File: config.mk
export PLATFORM = sky130hd
export DESIGN_NAME = block_transfer_address_sequencer_flat
export DESIGN_NICKNAME = d
export VERILOG_FILES = /design/src/sv/btas_pkg.sv /design/src/sv/btas_if.sv /design/src/sv/btas_addr.sv /design/src/sv/btas_seq.sv /design/src/sv/block_transfer_address_sequencer.sv /design/src/flat_wrapper.sv
export SDC_FILE = /design/constraint.sdc
export NUM_CORES = 1
export LEC_CHECK = 0
export BUFFER_PORTS_ARGS = -buffer_cell sky130_fd_sc_hd__buf_2
export CAP_MARGIN = 15
export CELL_PAD_IN_SITES_DETAIL_PLACEMENT = 1
export CELL_PAD_IN_SITES_GLOBAL_PLACEMENT = 1
export CORE_MARGIN = 5
export CORE_UTILIZATION = 46
export DETAILED_ROUTE_END_ITERATION = 16
export GPL_TIMING_DRIVEN = 1
export HOLD_SLACK_MARGIN = 0.03
export PLACE_DENSITY = 0.9
export SKIP_CTS_REPAIR_TIMING = 1
export SLEW_MARGIN = 20
export SYNTH_ARGS = -nofsm -noshare
export SYNTH_HDL_FRONTEND = slang
export SYNTH_HIERARCHICAL = 1
export SYNTH_SLANG_ARGS = --single-unit
File: constraint.sdc
create_clock -name clk_i -period 5.3 [get_ports clk_i]
set_clock_uncertainty 0.15 [all_clocks]
set_input_delay 1.06 -clock clk_i [delete_from_list [all_inputs] [get_ports clk_i]]
set_output_delay 1.06 -clock clk_i [all_outputs]
set_load 0.005 [all_outputs]
File: src/sv/btas_pkg.sv
// shared types, constants and helpers of the block transfer address sequencer
package btas_pkg;

  localparam int unsigned NumRegs   = 16;
  localparam int unsigned IdxW      = $clog2(NumRegs);
  localparam int unsigned CntW      = $clog2(NumRegs) + 1;
  localparam int unsigned AddrW     = 32;
  localparam int unsigned WordBytes = 4;
  localparam logic [IdxW-1:0] PcReg = IdxW'(NumRegs - 1);
  localparam logic [NumRegs-1:0] PcOnlyList = NumRegs'(1) << PcReg;

  typedef enum logic [1:0] {
    ST_IDLE,
    ST_CALC,
    ST_EMIT
  } seq_state_e;

  // control from the sequencer to the shared address adder
  typedef struct packed {
    logic             load_base;
    logic [AddrW-1:0] base;
    logic             calc_final;
    logic             up;
    logic [CntW-1:0]  count;
    logic             step;
  } addr_ctl_t;

  function automatic logic [CntW-1:0] pop_count(input logic [NumRegs-1:0] list);
    logic [CntW-1:0] cnt;
    cnt = '0;
    for (int i = 0; i < NumRegs; i++) begin
      cnt = cnt + CntW'(list[i]);
    end
    return cnt;
  endfunction

  function automatic logic [IdxW-1:0] lowest_set(input logic [NumRegs-1:0] list);
    logic [IdxW-1:0] idx;
    idx = '0;
    for (int i = NumRegs - 1; i >= 0; i--) begin
      if (list[i]) begin
        idx = IdxW'(i);
      end
    end
    return idx;
  endfunction

endpackage

File: src/sv/btas_if.sv
// request and response channel interfaces

interface btas_req_if;
  import btas_pkg::*;
  logic               valid;
  logic               ready;
  logic [NumRegs-1:0] register_list;
  logic [IdxW-1:0]    base_register;
  logic [AddrW-1:0]   base_value;
  logic               is_load;
  logic               pre_index;
  logic               step_up;
  logic               s_bit;
  logic               write_back;

  modport source (
    output valid, register_list, base_register, base_value, is_load, pre_index,
           step_up, s_bit, write_back,
    input  ready
  );
  modport sink (
    input  valid, register_list, base_register, base_value, is_load, pre_index,
           step_up, s_bit, write_back,
    output ready
  );
endinterface

interface btas_rsp_if;
  import btas_pkg::*;
  logic             valid;
  logic             ready;
  logic [IdxW-1:0]  reg_index;
  logic [AddrW-1:0] address;
  logic             load_access;
  logic             user_bank;
  logic             store_plus_four;
  logic             base_update;
  logic [AddrW-1:0] final_base;
  logic             restore_status;
  logic             reload_pipeline;
  logic             last;

  modport source (
    output valid, reg_index, address, load_access, user_bank, store_plus_four,
           base_update, final_base, restore_status, reload_pipeline, last,
    input  ready
  );
  modport sink (
    input  valid, reg_index, address, load_access, user_bank, store_plus_four,
           base_update, final_base, restore_status, reload_pipeline, last,
    output ready
  );
endinterface

File: src/sv/btas_addr.sv
// address unit: one shared add/subtract for the final base and every address step
module btas_addr
  import btas_pkg::*;
(
  input  logic             clk_i,
  input  addr_ctl_t        ctl_i,
  output logic [AddrW-1:0] addr_o,
  output logic [AddrW-1:0] addr_next_o,
  output logic [AddrW-1:0] final_o
);

  logic [AddrW-1:0] addr_q, addr_d;
  logic [AddrW-1:0] final_q, final_d;
  logic [AddrW-1:0] op_b;
  logic             sub;
  logic [AddrW-1:0] sum;

  always_comb begin
    if (ctl_i.calc_final) begin
      op_b = AddrW'({ctl_i.count, 2'b00});
      sub  = !ctl_i.up;
    end else begin
      op_b = AddrW'(WordBytes);
      sub  = 1'b0;
    end
    sum = addr_q + (sub ? ~op_b : op_b) + AddrW'(sub);
  end

  always_comb begin
    addr_d  = addr_q;
    final_d = final_q;
    if (ctl_i.load_base) begin
      addr_d = ctl_i.base;
    end else if (ctl_i.calc_final) begin
      final_d = sum;
      // descending transfers start from the lowest address
      if (!ctl_i.up) begin
        addr_d = sum;
      end
    end else if (ctl_i.step) begin
      addr_d = sum;
    end
  end

  always_ff @(posedge clk_i) begin
    addr_q  <= addr_d;
    final_q <= final_d;
  end

  assign addr_o      = addr_q;
  assign addr_next_o = sum;
  assign final_o     = final_q;

endmodule

File: src/sv/btas_seq.sv
// sequencer: takes the instruction, walks the register list and registers each request
module btas_seq
  import btas_pkg::*;
(
  input  logic             clk_i,
  input  logic             rst_ni,
  btas_req_if.sink         req,
  btas_rsp_if.source       rsp,
  output addr_ctl_t        addr_ctl_o,
  input  logic [AddrW-1:0] addr_i,
  input  logic [AddrW-1:0] addr_next_i,
  input  logic [AddrW-1:0] final_i
);

  seq_state_e state_q, state_d;

  logic [NumRegs-1:0] list_q, list_d;
  logic [CntW-1:0]    count_q, count_d;
  logic               load_q, pre_q, up_q, ubank_q, wb_q, s_q, pc_listed_q, first_q;

  logic               out_valid_q, out_valid_d;
  logic [IdxW-1:0]    out_idx_q;
  logic [AddrW-1:0]   out_addr_q;
  logic [AddrW-1:0]   out_final_q;
  logic               out_load_q, out_ubank_q, out_spf_q, out_bu_q;
  logic               out_rs_q, out_rp_q, out_last_q;

  logic               accept;
  logic               emit;
  logic [CntW-1:0]    in_count;
  logic [NumRegs-1:0] in_list;
  logic [IdxW-1:0]    cur_idx;
  logic [NumRegs-1:0] list_rest;
  logic               is_last;

  assign in_count  = pop_count(req.register_list);
  // empty list moves only the pc but steps the base as if all were listed
  assign in_list   = (in_count == '0) ? PcOnlyList : req.register_list;
  assign cur_idx   = lowest_set(list_q);
  assign list_rest = list_q & (list_q - NumRegs'(1));
  assign is_last   = (list_rest == '0);

  // next state
  always_comb begin
    state_d = state_q;
    unique case (state_q)
      ST_IDLE: if (req.valid) state_d = ST_CALC;
      ST_CALC: state_d = ST_EMIT;
      ST_EMIT: if (emit && is_last) state_d = ST_IDLE;
      default: state_d = ST_IDLE;
    endcase
  end

  // outputs of the state machine
  always_comb begin
    req.ready  = 1'b0;
    emit       = 1'b0;
    addr_ctl_o = '0;
    addr_ctl_o.base  = req.base_value;
    addr_ctl_o.up    = up_q;
    addr_ctl_o.count = count_q;
    unique case (state_q)
      ST_IDLE: begin
        req.ready            = 1'b1;
        addr_ctl_o.load_base = req.valid;
      end
      ST_CALC: addr_ctl_o.calc_final = 1'b1;
      ST_EMIT: begin
        emit            = !out_valid_q || rsp.ready;
        addr_ctl_o.step = emit;
      end
      default: ;
    endcase
  end

  assign accept = req.valid && req.ready;

  always_comb begin
    list_d  = list_q;
    count_d = count_q;
    if (accept) begin
      list_d  = in_list;
      count_d = (in_count == '0) ? CntW'(NumRegs) : in_count;
    end else if (emit) begin
      list_d = list_rest;
    end
  end

  always_comb begin
    out_valid_d = out_valid_q;
    if (emit) begin
      out_valid_d = 1'b1;
    end else if (rsp.ready) begin
      out_valid_d = 1'b0;
    end
  end

  always_ff @(posedge clk_i or negedge rst_ni) begin
    if (!rst_ni) begin
      state_q     <= ST_IDLE;
      out_valid_q <= 1'b0;
    end else begin
      state_q     <= state_d;
      out_valid_q <= out_valid_d;
    end
  end

  always_ff @(posedge clk_i) begin
    list_q  <= list_d;
    count_q <= count_d;
    if (accept) begin
      load_q      <= req.is_load;
      pre_q       <= req.pre_index ^ !req.step_up;
      up_q        <= req.step_up;
      s_q         <= req.s_bit;
      wb_q        <= req.write_back;
      pc_listed_q <= in_list[PcReg];
      ubank_q     <= req.s_bit && !(in_list[PcReg] && req.is_load);
      first_q     <= 1'b1;
    end else if (emit) begin
      first_q     <= 1'b0;
    end
    if (emit) begin
      out_idx_q   <= cur_idx;
      out_addr_q  <= pre_q ? addr_next_i : addr_i;
      out_final_q <= final_i;
      out_load_q  <= load_q;
      out_ubank_q <= ubank_q;
      out_spf_q   <= !load_q && (cur_idx == PcReg);
      out_bu_q    <= first_q && wb_q;
      out_rs_q    <= is_last && pc_listed_q && load_q && s_q;
      out_rp_q    <= is_last && pc_listed_q && load_q;
      out_last_q  <= is_last;
    end
  end

  assign rsp.valid           = out_valid_q;
  assign rsp.reg_index       = out_idx_q;
  assign rsp.address         = out_addr_q;
  assign rsp.load_access     = out_load_q;
  assign rsp.user_bank       = out_ubank_q;
  assign rsp.store_plus_four = out_spf_q;
  assign rsp.base_update     = out_bu_q;
  assign rsp.final_base      = out_final_q;
  assign rsp.restore_status  = out_rs_q;
  assign rsp.reload_pipeline = out_rp_q;
  assign rsp.last            = out_last_q;

endmodule

File: src/sv/block_transfer_address_sequencer.sv
// block transfer address sequencer, top level
// an instruction with n listed registers (n = 1 for an empty list) is handled in these steps:
// accept in IDLE, the final base in the shared adder in CALC, then in EMIT one request a cycle
// while the held response is taken or none is held; each request leaves through an output register
// the shared adder forms the final base and then every address step, so requests leave serially
// reset clears the sequencer state and the response valid; no clearing pass is needed
module block_transfer_address_sequencer
  import btas_pkg::*;
(
  input  logic       clk_i,
  input  logic       rst_ni,
  btas_req_if.sink   req_i,
  btas_rsp_if.source rsp_o
);

  addr_ctl_t        addr_ctl;
  logic [AddrW-1:0] addr;
  logic [AddrW-1:0] addr_next;
  logic [AddrW-1:0] final_base;

  btas_seq u_seq (
    .clk_i       (clk_i),
    .rst_ni      (rst_ni),
    .req         (req_i),
    .rsp         (rsp_o),
    .addr_ctl_o  (addr_ctl),
    .addr_i      (addr),
    .addr_next_i (addr_next),
    .final_i     (final_base)
  );

  btas_addr u_addr (
    .clk_i       (clk_i),
    .ctl_i       (addr_ctl),
    .addr_o      (addr),
    .addr_next_o (addr_next),
    .final_o     (final_base)
  );

endmodule
File: src/flat_wrapper.sv
// flat-port wrapper written by rule: the top's interface ports become plain ports
module block_transfer_address_sequencer_flat import btas_pkg::*;
  (clk_i, rst_ni, req_i_valid, req_i_register_list, req_i_base_register, req_i_base_value, req_i_is_load, req_i_pre_index, req_i_step_up, req_i_s_bit, req_i_write_back, req_i_ready, rsp_o_valid, rsp_o_reg_index, rsp_o_address, rsp_o_load_access, rsp_o_user_bank, rsp_o_store_plus_four, rsp_o_base_update, rsp_o_final_base, rsp_o_restore_status, rsp_o_reload_pipeline, rsp_o_last, rsp_o_ready);
  btas_req_if req_i_i ();
  btas_rsp_if rsp_o_i ();
  input  logic clk_i;
  input  logic rst_ni;
  input wire logic [$bits(req_i_i.valid)-1:0] req_i_valid;
  input wire logic [$bits(req_i_i.register_list)-1:0] req_i_register_list;
  input wire logic [$bits(req_i_i.base_register)-1:0] req_i_base_register;
  input wire logic [$bits(req_i_i.base_value)-1:0] req_i_base_value;
  input wire logic [$bits(req_i_i.is_load)-1:0] req_i_is_load;
  input wire logic [$bits(req_i_i.pre_index)-1:0] req_i_pre_index;
  input wire logic [$bits(req_i_i.step_up)-1:0] req_i_step_up;
  input wire logic [$bits(req_i_i.s_bit)-1:0] req_i_s_bit;
  input wire logic [$bits(req_i_i.write_back)-1:0] req_i_write_back;
  output wire logic [$bits(req_i_i.ready)-1:0] req_i_ready;
  output wire logic [$bits(rsp_o_i.valid)-1:0] rsp_o_valid;
  output wire logic [$bits(rsp_o_i.reg_index)-1:0] rsp_o_reg_index;
  output wire logic [$bits(rsp_o_i.address)-1:0] rsp_o_address;
  output wire logic [$bits(rsp_o_i.load_access)-1:0] rsp_o_load_access;
  output wire logic [$bits(rsp_o_i.user_bank)-1:0] rsp_o_user_bank;
  output wire logic [$bits(rsp_o_i.store_plus_four)-1:0] rsp_o_store_plus_four;
  output wire logic [$bits(rsp_o_i.base_update)-1:0] rsp_o_base_update;
  output wire logic [$bits(rsp_o_i.final_base)-1:0] rsp_o_final_base;
  output wire logic [$bits(rsp_o_i.restore_status)-1:0] rsp_o_restore_status;
  output wire logic [$bits(rsp_o_i.reload_pipeline)-1:0] rsp_o_reload_pipeline;
  output wire logic [$bits(rsp_o_i.last)-1:0] rsp_o_last;
  input wire logic [$bits(rsp_o_i.ready)-1:0] rsp_o_ready;
  assign req_i_i.valid = req_i_valid;
  assign req_i_i.register_list = req_i_register_list;
  assign req_i_i.base_register = req_i_base_register;
  assign req_i_i.base_value = req_i_base_value;
  assign req_i_i.is_load = req_i_is_load;
  assign req_i_i.pre_index = req_i_pre_index;
  assign req_i_i.step_up = req_i_step_up;
  assign req_i_i.s_bit = req_i_s_bit;
  assign req_i_i.write_back = req_i_write_back;
  assign req_i_ready = req_i_i.ready;
  assign rsp_o_valid = rsp_o_i.valid;
  assign rsp_o_reg_index = rsp_o_i.reg_index;
  assign rsp_o_address = rsp_o_i.address;
  assign rsp_o_load_access = rsp_o_i.load_access;
  assign rsp_o_user_bank = rsp_o_i.user_bank;
  assign rsp_o_store_plus_four = rsp_o_i.store_plus_four;
  assign rsp_o_base_update = rsp_o_i.base_update;
  assign rsp_o_final_base = rsp_o_i.final_base;
  assign rsp_o_restore_status = rsp_o_i.restore_status;
  assign rsp_o_reload_pipeline = rsp_o_i.reload_pipeline;
  assign rsp_o_last = rsp_o_i.last;
  assign rsp_o_i.ready = rsp_o_ready;
  block_transfer_address_sequencer u_core (.clk_i(clk_i), .rst_ni(rst_ni), .req_i(req_i_i), .rsp_o(rsp_o_i));
endmodule
==> flow_metrics.py, run 1 <==
metrics = {
    "outcome": {
        "status": "complete, no violations",
    },
    "finish": {
        "antennaDiodeCount": 0,
        "layout-area-overhead-vs-synth_pct": 12.5,
        "fin_nets": 1035,
        "drive_gt1_frac": 0.263,
        "final_cells": 1240,
        "stdcell_area_um2": 11100,
        "post-route-util": 0.526,
    },
    "floorplan": {
        "die_area_um2": 24400,
        "initial_utilization": 0.467,
        "dieHeight_um": 156,
        "ios": 138,
        "rows": 53,
        "die_x_um": 156,
        "core-area_um2": 21100,
    },
    "routing": {
        "detail-route-antenna-nets": 0,
        "first_pass_iters": 5,
        "vias": 7376,
        "vias_per_cell": 5.95,
        "wl_per_cell_um": 21.9,
        "wl_um": 27100,
        "drc": 0,
        "drtIter0Drc": 658,
    },
    "flow_run": {
        "maxCapViolations": 0,
    },
    "synth": {
        "synth.distinct_cells": 85,
        "synth_fp_nets": 962,
        "synth_async_sr_flop_share": 0.0175,
        "synth_warnings": 6,
        "syn_area_per_cell_um2": 11.2,
        "ys.flop_type": "edfxtp_1",
        "yosysSeqAreaShare": 0.519,
        "synth-edff-count": 167,
        "syn_area_um2": 9850,
        "synth_cells": 879,
        "ys_ff_latch": 171,
    },
    "pwr": {
        "netSwitchingFraction": 0.398,
        "power_density_nw_per_um2": 644,
        "p_sw_mw": 2.84,
        "peakVddDrop_uv": 249,
        "p_leak_nw": 4.10,
        "p_total_mw": 7.14,
        "clkPwrFrac": 0.184,
        "combPwrFrac": 0.405,
        "p_int_mw": 4.30,
        "pwr-share-seq": 0.412,
    },
    "clocking": {
        "numCtsBuffers": 17,
        "cts.sinks": 171,
        "path_clk_slew_ns": 0.08,
        "clockBufferDepth": 2,
        "htreeDepth": 4,
        "cts_root_buf": "clkbuf_16",
        "clkLatencyLatePin_ns": 0.44,
        "cts_tree": "done",
    },
    "critical_path": {
        "startpoint": "req_i_register_list[0]",
        "worst_ep_required_time_ns": 5.32,
        "regToRegStartpoint": "u_core/u_seq/state_q[1]",
        "cp.arrival_ns": 4.89,
        "endpoint_kind": "register",
        "critical_path_class": "in -> reg",
        "worstSetupStartpointType": "primary input",
        "worstPathMaxFanout": 12,
    },
    "place": {
        "portBuffers": 133,
        "postPlaceCellArea_um2": 10400,
        "gp_congestion": 0.944,
        "place_ws_ns": -0.0644,
        "hpwl_um": 19400,
        "dpl.cell_count": 1207,
    },
    "sta": {
        "max_freq_mhz": 205,
        "period_needed_ns": 4.87,
        "hold_slack_ns": 0.254,
        "tightest_slew_ns": 0.867,
        "drv_slew": 0,
        "finalSetupViolations": 0,
        "max_slew_margin": 0.417,
        "worst_slack_ns": 0.433,
        "fin_tns_setup_ns": 0,
        "rsz0062_at_grt": "false",
        "finalHoldViolations": 0,
        "period_share": 0.918,
    },
    "min_path": {
        "min_path_type": "in -> async",
    },
    "grt": {
        "grt_antenna_before_repair": 2,
        "track_usage": 0.220,
        "overflow": 0,
        "grt_pass1_wl_um": 42000,
        "grt_max_degree": 59,
        "first_global_vias": 7641,
    },
}
cells by family (layout without fill, tap and decap cells):
| group | after synthesis | in the layout | share of synthesized area |
|---|---|---|---|
| buffers and inverters | 136 | 222 | 0.0688 |
| AO/OA/AOI/OAI | 171 | 171 | 0.128 |
| XOR/XNOR | 51 | 51 | 0.0453 |
| flip-flops | 171 | 171 | 0.519 |
| multiplexers | 49 | 49 | 0.0554 |
| AND/OR/NAND/NOR | 278 | 278 | 0.147 |
| adder cells (fa/ha/maj) | 23 | 23 | 0.0366 |
power groups by stage:
stage	logic (mW)	registers [mW]	clock network (mW)
2_1_floorplan	2.17	2.66	0
3_3_place_gp	2.68	2.91	0
3_5_place_dp	2.85	2.96	0
4_1_cts	2.89	2.93	1.33
5_1_grt	3.17	3.01	1.40
6_report	2.89	2.94	1.31
synthesized netlist by cell type (15+ instances only):
cell type,count,share of area
nand2_1,65,0.025
nor2_1,60,0.023
nor4_1,20,0.013
a21oi_1,35,0.018
nor3_1,30,0.015
inv_1,43,0.016
buf_4,35,0.027
mux2_2,44,0.050
o21ai_0,20,0.010
or3_1,15,0.0095
clkbuf_1,36,0.014
xnor2_1,39,0.035
edfxtp_1,167,0.51
sequential cells by signal, summed over array words and instances (netlist names), 2 cells and up, named ones only:
name	flops
u_core/u_addr/final_o	32
u_core/u_seq/rsp.address	32
u_core/u_seq/rsp.final_base	32
u_core/u_addr/addr_o	31
u_core/u_seq/list_q	16
u_core/u_seq/count_q	5
u_core/u_seq/rsp.reg_index	4
u_core/u_seq/state_q	2
routing by layer:
| layer | vias to the layer above | routed length, um | global-route usage |
|---|---|---|---|
| li1 | 3384 | - | - |
| met5 | - | 27 | 0 |
| met3 | 38 | 1610 | 0.0429 |
| met1 | 3689 | 10900 | 0.272 |
| met2 | 261 | 14100 | 0.394 |
| met4 | 4 | 418 | 0.0583 |
cells in the final DEF, fill, tap and decap left out, drive strengths merged, types with 12 or more instances in the layout:
master | synthesis | routed
nor2 | 61 | 61
a21oi | 35 | 35
nor3 | 30 | 30
ha | 12 | 12
nand2 | 65 | 65
xor2 | 12 | 12
inv | 44 | 52
buf | 56 | 146
edfxtp | 167 | 167
mux2 | 44 | 44
nor4 | 22 | 22
nand3 | 12 | 12
or3 | 15 | 15
o21ai | 26 | 26
clkbuf | 36 | 18
xnor2 | 39 | 39
cell type report:
type                            count  area [um2]
Clock buffer                       18         439
Clock inverter                     14         174
Inverter                           44         165
Timing Repair Buffer              146         783
Sequential cell                   171        5110
Tap cell                          275         344
Multi-Input combinational cell    572        4070
Fill cell                        2293       10000
worst paths after layout:
| path | end | slack (ns) | depth (start not counted) |
|---|---|---|---|
| max in group asynchronous | u_core/u_seq/state_q[1] | 4.63 | 1 |
| setup reg to reg | u_core/u_seq/rsp.address[18] | 0.88 | 11 |
| min in group clk_i | u_core/u_seq/rsp.final_base[17] | 0.27 | 0 |
| hold / removal | u_core/u_seq/rsp.valid | 0.25 | 1 |
| hold reg to reg | u_core/u_seq/rsp.final_base[17] | 0.27 | 0 |
| setup / recovery | u_core/u_seq/list_q[15] | 0.43 | 14 |
worst max-delay path, cell delays in order:
cell and delay (ns):
buf_2 0.08, inv_1 0.06, fa_1 0.57, fa_1 0.45
fa_1 0.54, fa_1 0.41, inv_1 0.07, ha_1 0.15
inv_1 0.06, fa_1 0.37, nor2b_1 0.17, a21oi_1 0.23
o31a_1 0.49, a22oi_1 0.16
No activity file was read; power rests on OpenSTA's default activity.
==> run 2, diff against run 1 <==
--- a/config.mk
+++ b/config.mk
@@ -10,11 +10,11 @@
 export CELL_PAD_IN_SITES_DETAIL_PLACEMENT = 1
 export CELL_PAD_IN_SITES_GLOBAL_PLACEMENT = 1
 export CORE_MARGIN = 5
-export CORE_UTILIZATION = 46
+export CORE_UTILIZATION = 50
 export DETAILED_ROUTE_END_ITERATION = 16
 export GPL_TIMING_DRIVEN = 1
 export HOLD_SLACK_MARGIN = 0.03
-export PLACE_DENSITY = 0.9
+export PLACE_DENSITY = 0.95
 export SKIP_CTS_REPAIR_TIMING = 1
 export SLEW_MARGIN = 20
 export SYNTH_ARGS = -nofsm -noshare
==> constraint.sdc (replaced) <==
create_clock -name clk_i -period 6.3 [get_ports clk_i]
set_clock_uncertainty 0.15 [all_clocks]
set_input_delay 1.26 -clock clk_i [delete_from_list [all_inputs] [get_ports clk_i]]
set_output_delay 1.26 -clock clk_i [all_outputs]
set_load 0.005 [all_outputs]
==> run 2 against run 1 <==
  * Clock-buffer cell count fell by 1
  * Clock power fell by 15%
  * Routed wire length rose by 1.8%
  * Global-route usage rose by 2.5 points
  * Cell count fell by 1.0%
  * Critical path type unchanged
  * Critical endpoint unchanged
  * Largest cell class unchanged
==> flow_metrics.py, run 2 (synthesis results as in run 1) <==
metrics = {
    "floorplan": {
        "ios": 138,
        "rows": 51,
        "core-area_um2": 19500,
        "initial_utilization": 0.506,
        "die_x_um": 150,
        "dieHeight_um": 150,
        "die_area_um2": 22600,
    },
    "critical_path": {
        "cp_slowest_cell": "fa_1",
        "worstPathCellList": "buf_2, inv_1, fa_1, fa_1, fa_1, fa_1, inv_1, ha_1, inv_1, fa_1, nor2b_1, a21oi_1, o31a_1, a22oi_1",
        "worst_ep_required_time_ns": 6.30,
        "slowest_delay_ns": 0.57,
        "cp.arrival_ns": 5.21,
        "crit_buf_inv": 4,
        "crit_family": "adder cells",
        "worstPathMaxFanout": 12,
        "endpoint_kind": "register",
        "worstSetupStartpointType": "primary input",
        "path_common_cell": "fa_1",
        "critical_path_class": "in -> reg",
    },
    "clocking": {
        "cts_root_buf": "clkbuf_16",
        "path_clk_slew_ns": 0.07,
        "clkLatencyLatePin_ns": 0.44,
        "cts.sinks": 171,
        "clockBufferDepth": 2,
        "numCtsBuffers": 17,
        "cts_tree": "done",
        "htreeDepth": 4,
    },
    "routing": {
        "wl_per_cell_um": 22.5,
        "vias": 7468,
        "wl_um": 27600,
        "drc": 0,
        "drtIter0Drc": 669,
        "first_pass_iters": 5,
        "vias_per_cell": 6.09,
        "detail-route-antenna-nets": 0,
    },
    "finish": {
        "stdcell_area_um2": 11000,
        "layout-area-overhead-vs-synth_pct": 12.0,
        "fin_nets": 1031,
        "mostFrequentLayoutCell": "edfxtp_1",
        "final_cells": 1227,
        "post-route-util": 0.567,
        "fillers": 2041,
        "drive_gt1_frac": 0.260,
        "final_cell_mix": "edfxtp_1 (167), buf_2 (133), nand2_1 (65)",
    },
    "sta": {
        "fin_tns_setup_ns": 0,
        "max_freq_mhz": 192,
        "worst_slack_ns": 1.09,
        "drv_slew": 0,
        "finalSetupViolations": 0,
        "tightest_slew_ns": 1.04,
        "hold_slack_ns": 0.270,
        "rsz0062_at_grt": "false",
        "period_share": 0.827,
        "max_slew_margin": 0.309,
        "finalHoldViolations": 0,
        "period_needed_ns": 5.21,
    },
    "min_path": {
        "min_path_type": "reg -> reg",
    },
    "place": {
        "hpwl_um": 19300,
        "portBuffers": 133,
        "dpl.cell_count": 1194,
        "gp_congestion": 0.912,
        "postPlaceCellArea_um2": 10400,
        "place_ws_ns": 0.661,
    },
    "pwr": {
        "p_leak_nw": 4.08,
        "peakVddDrop_uv": 270,
        "p_total_mw": 6.07,
        "power_density_nw_per_um2": 550,
    },
    "grt": {
        "first_global_vias": 8004,
        "track_usage": 0.245,
        "grt_max_degree": 76,
        "grt_pass1_wl_um": 42600,
        "overflow": 0,
        "grt_antenna_before_repair": 2,
    },
    "outcome": {
        "status": "complete, no violations",
    },
    "flow_run": {
        "maxCapViolations": 0,
    },
}
run 2: worst register-to-register path, stage by stage (launching register included):
cell	delay [ns]
dfrtp_1	0.41
nor2b_1	0.59
nand2b_4	0.09
buf_4	0.35
xnor2_1	0.22
ha_1	0.25
or3_1	0.35
o221ai_1	0.51
o32ai_1	0.23
a21oi_1	0.45
o21ai_0	0.20
xnor2_1	0.19
mux2_2	0.29
run 2: power breakdown:
group	switching, mW	total [mW]	internal (mW)
clock network	0.479	1.12	0.639
registers	0.460	2.48	2.02
logic	1.49	2.47	0.978
total	2.43	6.07	3.63
run 2: per-layer routing:
metal	share of wire	up-vias	track usage
met4	0.037	2	0.108
met2	0.53	294	0.447
met5	0.00047	-	0
met3	0.056	83	0.0506
li1	-	3388	-
met1	0.37	3701	0.274
run 2: layout make-up:
cell class / instances / area, um2 / share of cell area
diodes: 1 / 2.50 / 0.000227
inverters: 44 / 165 / 0.0150
flip-flops and latches: 171 / 5110 / 0.463
clock inverters: 15 / 204 / 0.0185
multi-input cells: 572 / 4070 / 0.368
well taps: 265 / 332 / 0.0300
repair buffers: 142 / 733 / 0.0664
clock buffers: 17 / 425 / 0.0385
run 2: final timing paths:
kind | from | endpoint | slack, ns | cells after the start
max | req_i_register_list[5] | u_core/u_seq/list_q[15] | 1.09 | 14
min | u_core/u_addr/final_o[3] | u_core/u_seq/rsp.final_base[3] | 0.27 | 0
max reg2reg | u_core/u_seq/state_q[1] | u_core/u_seq/rsp.address[24] | 1.76 | 12
min reg2reg | u_core/u_addr/final_o[3] | u_core/u_seq/rsp.final_base[3] | 0.27 | 0
max in group asynchronous | rst_ni | u_core/u_seq/rsp.valid | 5.42 | 1
min in group asynchronous | rst_ni | u_core/u_seq/state_q[1] | 0.46 | 1
==> run 3, diff against run 2 <==
--- a/config.mk
+++ b/config.mk
@@ -5,16 +5,17 @@
 export SDC_FILE = /design/constraint.sdc
 export NUM_CORES = 1
 export LEC_CHECK = 0
+export ABC_AREA = 1
 export BUFFER_PORTS_ARGS = -buffer_cell sky130_fd_sc_hd__buf_2
 export CAP_MARGIN = 15
 export CELL_PAD_IN_SITES_DETAIL_PLACEMENT = 1
 export CELL_PAD_IN_SITES_GLOBAL_PLACEMENT = 1
 export CORE_MARGIN = 5
-export CORE_UTILIZATION = 50
+export CORE_UTILIZATION = 40
 export DETAILED_ROUTE_END_ITERATION = 16
 export GPL_TIMING_DRIVEN = 1
 export HOLD_SLACK_MARGIN = 0.03
-export PLACE_DENSITY = 0.95
+export PLACE_DENSITY = 0.86
 export SKIP_CTS_REPAIR_TIMING = 1
 export SLEW_MARGIN = 20
 export SYNTH_ARGS = -nofsm -noshare
==> constraint.sdc (replaced) <==
create_clock -name clk_i -period 4.3 [get_ports clk_i]
set_clock_uncertainty 0.15 [all_clocks]
set_input_delay 0.86 -clock clk_i [delete_from_list [all_inputs] [get_ports clk_i]]
set_output_delay 0.86 -clock clk_i [all_outputs]
set_load 0.005 [all_outputs]
==> run 3 against run 2 <==
  * The run now ends with negative setup slack left
  * Critical path depth up 3
  * Register-to-register slack worse by 1.2 ns
  * Setup slack worse by 1.1 ns
  * Critical path type unchanged
  * Largest cell class unchanged
==> flow_metrics.py, run 3 <==
metrics = {
    "finish": {
        "layout-area-overhead-vs-synth_pct": 16.8,
        "mostFrequentLayoutCell": "nand2_1",
        "final_cell_mix": "nand2_1 (319), edfxtp_1 (167), inv_1 (137)",
        "fin_nets": 1234,
        "antennaDiodeCount": 0,
        "final_cells": 1488,
        "post-route-util": 0.470,
        "drive_gt1_frac": 0.258,
        "stdcell_area_um2": 11300,
    },
    "routing": {
        "first_pass_iters": 4,
        "wl_um": 26800,
        "met1_length_um": 11100,
        "vias_per_cell": 4.97,
        "met2_length_um": 14200,
        "top_layer": "met5",
        "wl_per_cell_um": 18.0,
        "detail-route-antenna-nets": 0,
        "vias": 7389,
        "wl_met3_um": 865,
        "drtIter0Drc": 350,
        "drc": 0,
    },
    "synth": {
        "syn_area_per_cell_um2": 9.47,
        "synth_fp_nets": 1108,
        "synthTopCellsByArea": "edfxtp_1 (52%), nand2_1 (12%), inv_1 (5.7%), mux2_2 (3.0%), buf_4 (2.9%)",
        "ys.flop_type": "edfxtp_1",
        "synth.largest_area_cell": "edfxtp_1",
        "synth_cells": 1025,
        "synth_async_sr_flop_share": 0.0175,
        "yosysSeqAreaShare": 0.526,
        "netlist.area_leader.share": 0.517,
        "syn_area_um2": 9710,
        "synth_warnings": 6,
        "ys_ff_latch": 171,
        "synth-edff-count": 167,
        "netlist_top_cells_count": "nand2_1 (321), edfxtp_1 (167), inv_1 (147), nor2_1 (64), nand3_1 (53)",
        "synth.distinct_cells": 51,
        "synth.most_common_cell": "nand2_1",
    },
    "pwr": {
        "power_density_nw_per_um2": 794,
        "p_leak_nw": 5.14,
        "netSwitchingFraction": 0.421,
        "p_total_mw": 9.01,
        "combPwrFrac": 0.460,
        "p_sw_mw": 3.79,
        "pwr-share-seq": 0.369,
        "peakVddDrop_uv": 310,
        "clkPwrFrac": 0.172,
        "p_int_mw": 5.21,
    },
    "sta": {
        "max_slew_margin": 0.513,
        "rsz0062_at_grt": "true",
        "drv_slew": 0,
        "finalHoldViolations": 0,
        "worst_slack_ns": -0.0571,
        "tightest_slew_ns": 0.728,
        "max_freq_mhz": 230,
        "period_share": 1.01,
        "finalSetupViolations": 14,
        "hold_slack_ns": 0.0538,
        "period_needed_ns": 4.36,
    },
    "grt": {
        "grt_max_degree": 56,
        "track_usage": 0.193,
        "first_global_vias": 7989,
        "grt_pass1_wl_um": 42200,
        "grt_antenna_before_repair": 1,
        "overflow": 0,
    },
    "clocking": {
        "clkLatencyLatePin_ns": 0.45,
        "numCtsBuffers": 17,
        "cts_root_buf": "clkbuf_16",
        "path_clk_slew_ns": 0.07,
        "cts_tree": "done",
        "clockBufferDepth": 2,
        "htreeDepth": 4,
        "cts.sinks": 171,
    },
    "floorplan": {
        "die_area_um2": 27500,
        "initial_utilization": 0.403,
        "rows": 57,
        "die_x_um": 166,
        "core-area_um2": 24100,
        "ios": 138,
        "dieHeight_um": 166,
    },
    "outcome": {
        "status": "finished, violations left",
        "violations": "negative setup slack",
    },
    "critical_path": {
        "worstSetupStartpointType": "primary input",
        "cp.arrival_ns": 4.37,
        "worstPathMaxFanout": 7,
        "r2r_cells": 17,
        "critical_path_class": "in -> reg",
        "rrSetupSlack_ns": 0.56,
        "r2r_end": "u_core/u_seq/rsp.address[30]",
        "worst_ep_required_time_ns": 4.32,
        "endpoint_kind": "register",
        "regToRegStartpoint": "u_core/u_seq/state_q[1]",
    },
    "flow_run": {
        "maxCapViolations": 0,
    },
    "place": {
        "dpl.cell_count": 1452,
        "portBuffers": 133,
        "hpwl_um": 19900,
        "gp_congestion": 0.951,
        "postPlaceCellArea_um2": 10600,
    },
    "min_path": {
        "min_path_type": "in -> async",
    },
}
run 3: cell count changes after synthesis, moves of 20 or more:
cell      delta
a21oi_1     -24
clkbuf_1    -27
nor3_1      -27
nand2_1    +256
nor4_1      -20
inv_1      +104
xnor2_1     -36
nand3_1     +41
run 3: area by class of cell:
class	instances	area, um2
Fill cell	2879	12800
Sequential cell	171	5110
Multi-Input combinational cell	645	3720
Timing Repair Buffer	165	935
Inverter	151	579
Clock buffer	18	429
Tap cell	324	405
Clock inverter	14	154
run 3: layer usage:
| layer | up-vias | track usage |
|---|---|---|
| met4 | 2 | 0.0664 |
| met3 | 43 | 0.0338 |
| met5 | - | 0 |
| met2 | 147 | 0.354 |
| li1 | 3569 | - |
| met1 | 3628 | 0.228 |
run 3: cell families (layout without fill, tap and decap cells):
| logic type | Yosys count | in the layout | share of synthesized area |
|---|---|---|---|
| XOR/XNOR | 23 | 23 | 0.0242 |
| adder cells (fa/ha/maj) | 22 | 22 | 0.0361 |
| buffers and inverters | 210 | 348 | 0.101 |
| multiplexers | 32 | 32 | 0.0371 |
| AO/OA/AOI/OAI | 63 | 63 | 0.0456 |
| AND/OR/NAND/NOR | 504 | 505 | 0.229 |
| flip-flops | 171 | 171 | 0.526 |
run 3: worst max-delay path by stage:
stage,startpoint,to,slack (ns),cells after the start
3_3_place_gp,req_i_register_list[11],u_core/u_seq/list_q[1],-0.48,15
2_1_floorplan,req_i_register_list[11],u_core/u_seq/list_q[11],-0.22,15
3_5_place_dp,req_i_register_list[11],u_core/u_seq/list_q[5],-0.60,17
6_report,req_i_register_list[11],u_core/u_seq/list_q[3],-0.06,17
5_1_grt,req_i_register_list[3],u_core/u_seq/list_q[3],-0.22,17
4_1_cts,req_i_register_list[11],u_core/u_seq/list_q[1],-0.13,17
run 3: metrics by stage:
step,TNS [ns],worst slack [ns]
2_1_floorplan,-2.48,-0.223
3_3_place_gp,-8.03,-0.478
3_5_place_dp,-10.67,-0.603
4_1_cts,-1.59,-0.130
5_1_grt,-3.20,-0.219
6_report,-0.479,-0.0571
run 3: worst max-delay path: stages:
cell,delay (ns)
buf_4,0.11
inv_8,0.03
fa_1,0.49
fa_1,0.57
fa_2,0.46
fa_1,0.52
inv_2,0.04
ha_4,0.15
buf_6,0.11
a21oi_2,0.11
nor2_1,0.06
nor2_1,0.14
xnor2_1,0.11
nor2_1,0.19
nand3_4,0.15
nand2_4,0.16
o22ai_1,0.09
run 3: power groups by stage:
stage	Combinational, mW	Sequential, mW	Clock, mW
after global placement	3.74	3.30	0
final	4.14	3.32	1.55
after global routing	4.59	3.39	1.66
after detailed placement	3.97	3.36	0
after CTS	4.03	3.33	1.58
after floorplan	2.63	3.29	0
